<file path="config.mk">
export PLATFORM = sky130hd
export DESIGN_NAME = cobs_stream_decoder_flat
export DESIGN_NICKNAME = d
export VERILOG_FILES = /design/src/sv/cobsd_pkg.sv /design/src/sv/cobsd_if.sv /design/src/sv/cobsd_step.sv /design/src/sv/cobsd_out_reg.sv /design/src/sv/cobs_stream_decoder.sv /design/src/flat_wrapper.sv
export SDC_FILE = /design/constraint.sdc
export NUM_CORES = 1
export LEC_CHECK = 0
export ABC_CLOCK_PERIOD_IN_PS = 11700
export BUFFER_PORTS_ARGS = -buffer_cell sky130_fd_sc_hd__buf_4
export CORE_MARGIN = 2
export CORE_UTILIZATION = 25
export DETAILED_ROUTE_END_ITERATION = 10
export GPL_TIMING_DRIVEN = 0
export PLACE_DENSITY = 0.38
export SLEW_MARGIN = 20
export SYNTH_ARGS = -nofsm -noshare
export SYNTH_HDL_FRONTEND = slang
export SYNTH_HIERARCHICAL = 1
export SYNTH_SLANG_ARGS = --single-unit
</file>
<file path="constraint.sdc">
create_clock -name clk -period 11.7 [get_ports clk]
set_input_delay 0 -clock clk [delete_from_list [all_inputs] [get_ports clk]]
set_output_delay 0 -clock clk [all_outputs]
set_load 0.03 [all_outputs]
</file>
<file path="src/sv/cobsd_pkg.sv">
// Types and constants of the COBS stream decoder.
// Depends on nothing; used by the step, result register, top level and checker files.
package cobsd_pkg;

    localparam int unsigned LEN_W = 16;
    localparam logic [7:0] FULL_GROUP_CODE = 8'd255;

    typedef enum logic [1:0] {
        ST_OK              = 2'd0,
        ST_ZERO_MISSING    = 2'd1,
        ST_TOO_SHORT       = 2'd2,
        ST_UNEXPECTED_ZERO = 2'd3
    } status_t;

    typedef struct packed {
        logic [7:0] in_byte;
        logic       is_last;
    } in_item_t;

    typedef struct packed {
        logic             byte_valid;
        logic [7:0]       out_byte;
        logic             done_res;
        status_t          status;
        logic [LEN_W-1:0] out_length;
    } res_item_t;

endpackage

</file>
<file path="src/sv/cobsd_if.sv">
// Valid/ready channel interfaces for encoded input words and decoded results.
// Depends on nothing.
interface cobsd_byte_if;
    logic       valid;
    logic       ready;
    logic [7:0] in_byte;
    logic       is_last;

    modport source (output valid, output in_byte, output is_last, input ready);
    modport sink (input valid, input in_byte, input is_last, output ready);
endinterface

interface cobsd_res_if;
    logic        valid;
    logic        ready;
    logic        byte_valid;
    logic [7:0]  out_byte;
    logic        done_res;
    logic [1:0]  status;
    logic [15:0] out_length;

    modport source (output valid, output byte_valid, output out_byte, output done_res,
                    output status, output out_length, input ready);
    modport sink (input valid, input byte_valid, input out_byte, input done_res,
                  input status, input out_length, output ready);
endinterface

</file>
<file path="src/sv/cobsd_step.sv">
// Decoder state and the per-word step logic of the COBS stream decoder.
// Depends on cobsd_pkg.
module cobsd_step #(
    parameter int unsigned LENGTH_BITS = 16
) (
    input  logic                 clk,
    input  logic                 rst_n,
    input  logic                 fire,
    input  cobsd_pkg::in_item_t  item,
    output cobsd_pkg::res_item_t res
);
    import cobsd_pkg::*;

    logic                   in_group_reg, in_group_next;
    logic [7:0]             group_left_reg, group_left_next;
    logic                   short_group_reg, short_group_next;
    logic [LENGTH_BITS-1:0] count_reg, count_next;
    status_t                error_reg, error_next;

    logic                   emit;
    logic [7:0]             emit_byte;
    logic [LENGTH_BITS-1:0] count_upd;
    status_t                status_w;
    logic [LEN_W-1:0]       length_w;

    always_comb
    begin
        in_group_next    = in_group_reg;
        group_left_next  = group_left_reg;
        short_group_next = short_group_reg;
        error_next       = error_reg;
        emit             = 1'b0;
        emit_byte        = 8'd0;

        if (error_reg == ST_OK)
        begin
            if (!in_group_reg)
            begin
                if (item.in_byte == 8'd0)
                begin
                    error_next = ST_UNEXPECTED_ZERO;
                end
                else
                begin
                    in_group_next    = 1'b1;
                    group_left_next  = item.in_byte - 8'd1;
                    short_group_next = (item.in_byte != FULL_GROUP_CODE);
                end
            end
            else if (group_left_reg != 8'd0)
            begin
                if (item.in_byte == 8'd0)
                begin
                    error_next = ST_UNEXPECTED_ZERO;
                end
                else
                begin
                    emit            = 1'b1;
                    emit_byte       = item.in_byte;
                    group_left_next = group_left_reg - 8'd1;
                end
            end
            else if (item.in_byte == 8'd0)
            begin
                // Frame delimiter at a group boundary.
                in_group_next    = 1'b0;
                short_group_next = 1'b0;
            end
            else
            begin
                // A short group implies a zero before the next group.
                emit             = short_group_reg;
                in_group_next    = 1'b1;
                group_left_next  = item.in_byte - 8'd1;
                short_group_next = (item.in_byte != FULL_GROUP_CODE);
            end
        end

        count_upd = (emit && !(&count_reg)) ? count_reg + 1'b1 : count_reg;

        status_w = error_next;
        if (item.is_last && error_next == ST_OK && in_group_next)
        begin
            if (group_left_next != 8'd0)
            begin
                status_w = ST_TOO_SHORT;
            end
            else if (short_group_next)
            begin
                status_w = ST_ZERO_MISSING;
            end
            else
            begin
                status_w = ST_OK;
            end
        end

        count_next = count_upd;
        if (item.is_last)
        begin
            // The last word of a buffer returns everything to reset.
            in_group_next    = 1'b0;
            group_left_next  = 8'd0;
            short_group_next = 1'b0;
            error_next       = ST_OK;
            count_next       = '0;
        end
    end

    generate
        if (LENGTH_BITS > LEN_W)
        begin : g_clamp
            assign length_w = (|count_upd[LENGTH_BITS-1:LEN_W]) ? '1 : count_upd[LEN_W-1:0];
        end
        else
        begin : g_extend
            assign length_w = LEN_W'(count_upd);
        end
    endgenerate

    always_comb
    begin
        res.byte_valid = emit;
        res.out_byte   = emit_byte;
        res.done_res   = item.is_last;
        res.status     = status_w;
        res.out_length = length_w;
    end

    always_ff @(posedge clk or negedge rst_n)
    begin
        if (!rst_n)
        begin
            in_group_reg    <= 1'b0;
            group_left_reg  <= 8'd0;
            short_group_reg <= 1'b0;
            count_reg       <= '0;
            error_reg       <= ST_OK;
        end
        else if (fire)
        begin
            in_group_reg    <= in_group_next;
            group_left_reg  <= group_left_next;
            short_group_reg <= short_group_next;
            count_reg       <= count_next;
            error_reg       <= error_next;
        end
    end

endmodule

</file>
<file path="src/sv/cobsd_out_reg.sv">
// Result register of the COBS stream decoder: holds one result word for the sink.
// Depends on cobsd_pkg.
module cobsd_out_reg (
    input  logic                 clk,
    input  logic                 rst_n,
    input  logic                 load,
    input  logic                 take,
    input  cobsd_pkg::res_item_t res,
    output logic                 valid,
    output cobsd_pkg::res_item_t res_q
);
    import cobsd_pkg::*;

    logic      valid_reg, valid_next;
    res_item_t data_reg;

    always_comb
    begin
        valid_next = valid_reg;
        if (load)
        begin
            valid_next = 1'b1;
        end
        else if (take)
        begin
            valid_next = 1'b0;
        end
    end

    always_ff @(posedge clk or negedge rst_n)
    begin
        if (!rst_n)
        begin
            valid_reg <= 1'b0;
        end
        else
        begin
            valid_reg <= valid_next;
        end
    end

    always_ff @(posedge clk)
    begin
        if (load)
        begin
            data_reg <= res;
        end
    end

    assign valid = valid_reg;
    assign res_q = data_reg;

endmodule

</file>
<file path="src/sv/cobs_stream_decoder.sv">
// Top level of the byte-serial COBS stream decoder.
// Depends on cobsd_pkg, cobsd_if, cobsd_step and cobsd_out_reg.
//
// Usage: encoded words arrive on the enc channel (in_byte, is_last), one word per
// valid/ready handshake; is_last flags the final word of a buffer. For every
// accepted word exactly one result word leaves on the dec channel: byte_valid
// and out_byte carry a decoded byte or an implied zero, done_res marks the
// result of the final word, status carries the buffer status on that result
// (and the sticky error so far on others), and out_length is the running count
// of emitted bytes, clamped to 16 bits.
// Each word passes the input register, then the result register.
// Throughput is one word per cycle while dec.ready stays high; the decoder state
// update is small byte-wide logic.
// Reset clears the valid flags of both registers and all decoder state, so the first word after
// reset opens a new buffer. When the sink stalls, the result register holds its
// word, the input register holds the next one, and enc.ready drops only once
// both are full; nothing is lost or repeated.
module cobs_stream_decoder #(
    parameter int unsigned LENGTH_BITS = 16
) (
    input logic         clk,
    input logic         rst_n,
    cobsd_byte_if.sink  enc,
    cobsd_res_if.source dec
);
    import cobsd_pkg::*;

    // Input register.
    logic     in_vld_reg, in_vld_next;
    in_item_t in_item_reg;

    logic      advance;
    logic      accept;
    res_item_t step_res;
    res_item_t out_res;
    logic      out_vld;

    // The input word moves on when the result register is empty or being emptied.
    assign advance    = in_vld_reg && (!out_vld || dec.ready);
    assign enc.ready  = !in_vld_reg || advance;
    assign accept     = enc.valid && enc.ready;

    always_comb
    begin
        in_vld_next = in_vld_reg;
        if (accept)
        begin
            in_vld_next = 1'b1;
        end
        else if (advance)
        begin
            in_vld_next = 1'b0;
        end
    end

    always_ff @(posedge clk or negedge rst_n)
    begin
        if (!rst_n)
        begin
            in_vld_reg <= 1'b0;
        end
        else
        begin
            in_vld_reg <= in_vld_next;
        end
    end

    always_ff @(posedge clk)
    begin
        if (accept)
        begin
            in_item_reg.in_byte <= enc.in_byte;
            in_item_reg.is_last <= enc.is_last;
        end
    end

    // Decoder state and step logic; the state advances with each word.
    cobsd_step #(
        .LENGTH_BITS (LENGTH_BITS)
    ) u_step (
        .clk   (clk),
        .rst_n (rst_n),
        .fire  (advance),
        .item  (in_item_reg),
        .res   (step_res)
    );

    // Result register facing the sink.
    cobsd_out_reg u_out (
        .clk   (clk),
        .rst_n (rst_n),
        .load  (advance),
        .take  (dec.ready),
        .res   (step_res),
        .valid (out_vld),
        .res_q (out_res)
    );

    assign dec.valid      = out_vld;
    assign dec.byte_valid = out_res.byte_valid;
    assign dec.out_byte   = out_res.out_byte;
    assign dec.done_res   = out_res.done_res;
    assign dec.status     = out_res.status;
    assign dec.out_length = out_res.out_length;

endmodule

</file>
<file path="src/flat_wrapper.sv">
// flat-port wrapper written by rule: the top's interface ports become plain ports
module cobs_stream_decoder_flat import cobsd_pkg::*;
#(
    parameter int unsigned LENGTH_BITS = 16
)
  (clk, rst_n, enc_valid, enc_in_byte, enc_is_last, enc_ready, dec_valid, dec_byte_valid, dec_out_byte, dec_done_res, dec_status, dec_out_length, dec_ready);
  cobsd_byte_if enc_i ();
  cobsd_res_if dec_i ();
  input logic clk;
  input logic rst_n;
  input wire logic [$bits(enc_i.valid)-1:0] enc_valid;
  input wire logic [$bits(enc_i.in_byte)-1:0] enc_in_byte;
  input wire logic [$bits(enc_i.is_last)-1:0] enc_is_last;
  output wire logic [$bits(enc_i.ready)-1:0] enc_ready;
  output wire logic [$bits(dec_i.valid)-1:0] dec_valid;
  output wire logic [$bits(dec_i.byte_valid)-1:0] dec_byte_valid;
  output wire logic [$bits(dec_i.out_byte)-1:0] dec_out_byte;
  output wire logic [$bits(dec_i.done_res)-1:0] dec_done_res;
  output wire logic [$bits(dec_i.status)-1:0] dec_status;
  output wire logic [$bits(dec_i.out_length)-1:0] dec_out_length;
  input wire logic [$bits(dec_i.ready)-1:0] dec_ready;
  assign enc_i.valid = enc_valid;
  assign enc_i.in_byte = enc_in_byte;
  assign enc_i.is_last = enc_is_last;
  assign enc_ready = enc_i.ready;
  assign dec_valid = dec_i.valid;
  assign dec_byte_valid = dec_i.byte_valid;
  assign dec_out_byte = dec_i.out_byte;
  assign dec_done_res = dec_i.done_res;
  assign dec_status = dec_i.status;
  assign dec_out_length = dec_i.out_length;
  assign dec_i.ready = dec_ready;
  cobs_stream_decoder #(.LENGTH_BITS(LENGTH_BITS)) u_core (.clk(clk), .rst_n(rst_n), .enc(enc_i), .dec(dec_i));
endmodule
</file>
==> results.cfg <==
[worst_setup_path]
critPathTopFamily = simple AND/OR/NAND/NOR gates
crit_chain = inv_1, ha_1, nor3b_1, a21oi_1, nor4b_1, o311ai_0, and4b_1, a21oi_1
path_class = reg -> reg
worst_path_max_delay_cell = nor3b_1
cpMostUsedCell = a21oi_1
rrSetupSlack_ps = 8320
r2r-start = u_core/u_step/group_left_reg[0]$_DFFE_PN0P_
critPathRequiredTime_ps = 11770
cp.arrival_ps = 3450
r2r_cells = 8
end_kind = flop
cp_num_buf_inv = 1
rr_endpoint = u_core/u_out/res_q[17]$_DFFE_PP_
startpoint_type = flop
cp_slowest_stage_delay_ps = 700
critPathMaxFanout = 10

[power_and_ir_drop]
ir_worst_vdd_mv = 0.0712
power_w = 0.00101
p_switching_w = 0.000366
p_comb_share_pct = 36.5
p_sw_share_pct = 36.2
intPower_w = 0.000645
pwr-share-seq_pct = 34.6
powerDensity_mw_per_mm2 = 218
power.share.clock_pct = 28.9
leakage_nw = 1.82

[yosys]
synth.avg_cell_area_um2 = 11.1
yosysWarnings = 6
synth_flop_cell = edfxtp_1
syn_nets = 341
postSynthCellCount = 324
yosysSeqAreaShare_pct = 51.8
syn-cell-area_mm2 = 0.00360
synth_edf_count = 37
synth_cell_types = 70
synth-seq-cells = 67
async_flop_share_pct = 44.8

[cts]
root_buffer = clkbuf_16
cts_buffers = 9
clk_pin_slew_ps = 60
cts_hold_buf = 13
clock_sinks = 67
cts_tree = done
cts_resized = 0
clk_path_buf_depth = 2
cts_setup_buffers = 0
insertion_delay_ps = 340
htreeDepth = 3

[floorplanning]
pin_count = 43
dieHeight_um = 124
die_w_um = 124
core_area_mm2 = 0.0140
dieArea_mm2 = 0.0154
start_util_pct = 25.7
rows = 43

[detailed_routing]
drtIter0Drc = 203
vias = 2831
avgRoutedWirePerCell_um = 16.8
routed_wl_mm = 9.71
drc = 0
via_per_inst = 4.91
postRouteAntennaNets = 0
dr.pass1.iters = 4

[global_route]
grt_pass1_vias = 2755
grtUsageTotal_pct = 13.6
grt_max_degree = 31
overflow = 0
grt_first_pass_wirelength_mm = 15.2
antenna_found_initial = 0

[final_layout]
largest_register_ffs = 28
final_util_pct = 33.1
final_net_count = 409
drive_above_1_share_pct = 21.2
design_area_mm2 = 0.00463
syn2layout_area_growth_pct = 28.7
diodes = 0
instances_no_fill = 577

[timing]
fin_crit_ps = 3380
slew_violations = 0
fmax_mhz = 296
setup_viol = 0
slew_headroom_pct = 42.4
tightest_slew_ps = 856
fin_setup_tns_ps = 0
rsz0062_at_grt = false
hold_viol = 0
period_share_pct = 28.9
final.setup_skew_ps = 8.28

[run_status]
status = complete, no violations

[placement]
finalWeightedCongestion = 0.815
post_dp_cell_area_mm2 = 0.00418
io_buffers = 42
placed_cells = 548
hpwlAfterDp_mm = 6.79

[min_path]
holdCritPathClass = in -> async

[run]
maxCapViolations = 0
## cell usage after synthesis, types with 3 or more instances
cell type	number	share of area [%]
a221o_1	8	2.2
o21a_1	3	0.63
nand4_1	8	1.4
ha_1	4	1.4
nor4_1	7	1.2
nor2_1	18	1.9
nor2b_1	4	0.70
o2bb2ai_1	5	1.2
buf_2	5	0.70
nand2_1	12	1.3
a22o_1	5	1.2
nor3_1	20	2.8
xnor2_1	15	3.7
edfxtp_1	37	31
o211ai_1	4	0.83
and3_1	8	1.4
a21oi_1	8	1.1
dfrtp_1	30	21
nand3_1	13	1.8
xor2_1	3	0.73
inv_1	19	2.0
o22ai_1	8	1.4
or3_1	3	0.52
clkbuf_1	9	0.94
mux2i_1	7	1.9
## through the flow
step	hold slack, ps	setup WS, ps
2_1_floorplan	-296	7560
3_3_place_gp	-17.9	5140
3_5_place_dp	-13.5	8460
4_1_cts	161	8430
5_1_grt	182	8070
6_report	149	8320
## worst max path at each step
stage	start	endpoint	slack, ps	cells after the start
6_report	u_core/u_step/group_left_reg[0]$_DFFE_PN0P_	u_core/u_out/res_q[17]$_DFFE_PP_	8320	8
5_1_grt	u_core/u_step/group_left_reg[0]$_DFFE_PN0P_	u_core/u_out/res_q[16]$_DFFE_PP_	8070	8
4_1_cts	u_core/u_step/group_left_reg[0]$_DFFE_PN0P_	u_core/u_out/res_q[17]$_DFFE_PP_	8430	8
3_5_place_dp	u_core/u_step/group_left_reg[0]$_DFFE_PN0P_	u_core/u_out/res_q[17]$_DFFE_PP_	8460	8
3_3_place_gp	u_core/u_out/valid$_DFFE_PN0P_	u_core/u_step/group_left_reg[6]$_DFFE_PN0P_	5140	4
2_1_floorplan	u_core/u_out/valid$_DFFE_PN0P_	u_core/u_step/count_reg[4]$_DFFE_PN0P_	7560	4
## worst register-to-register path, stage by stage, from the launching register on
cell and delay, ps:
dfrtp_1 450, inv_1 110, ha_1 220, nor3b_1 700
a21oi_1 450, nor4b_1 680, o311ai_0 170, and4b_1 270
a21oi_1 80
## area by class of cell
type                    instances  area, um2
clock inverters                 4       73.8
fillers                      1451       9360
well taps                     180        225
clock buffers                  12        246
flip-flops and latches         67       1860
plain buffers                  18       96.3
inverters                      20       75.1
multi-input cells             219       1580
repair buffers                 57        475
## cell usage in the layout (no fill, tap or decap), drive strengths merged, types with 3 or more instances in the layout
master / instances
nor4: 9
and2: 3
o31ai: 3
or3: 3
a21oi: 8
and3: 8
ha: 4
clkbuf: 21
a221o: 8
o21a: 3
dlygate4sd3: 13
nor3: 21
o21ai: 5
o22ai: 8
edfxtp: 37
inv: 20
nand4: 8
or4: 3
buf: 53
mux2i: 7
nor2b: 4
a22o: 5
nand2: 12
nor2: 19
dfrtp: 30
o211ai: 5
xor2: 3
nand3: 13
xnor2: 15
o2bb2ai: 5
## routing by layer
layer | up-vias | GRT usage (%) | part of all wire [%]
met4 | 0 | 7.16 | 2.3
met2 | 63 | 19.4 | 43
li1 | 1386 | - | -
met3 | 14 | 2.24 | 4.3
met1 | 1368 | 19.7 | 50
met5 | - | 0 | 0
## kinds of logic (layout without fill, tap and decap cells)
kind of cell | Yosys count | after routing | synth area share [%]
XOR/XNOR | 18 | 18 | 4.38
buffers and inverters | 38 | 111 | 4.76
adder cells (fa/ha/maj) | 4 | 4 | 1.39
AO/OA/AOI/OAI | 73 | 73 | 16.6
flip-flops | 67 | 67 | 51.8
AND/OR/NAND/NOR | 116 | 116 | 18.8
multiplexers | 8 | 8 | 2.26
## power by group through the flow
stage / Combinational, W / Clock, W / Sequential (W)
2_1_floorplan: 0.000223 / 0 / 0.000385
3_3_place_gp: 0.000362 / 0 / 0.000354
3_5_place_dp: 0.000366 / 0 / 0.000353
4_1_cts: 0.000371 / 0.000303 / 0.000350
5_1_grt: 0.000408 / 0.000312 / 0.000357
6_report: 0.000369 / 0.000293 / 0.000350
Power figures use the tool's default switching activity.
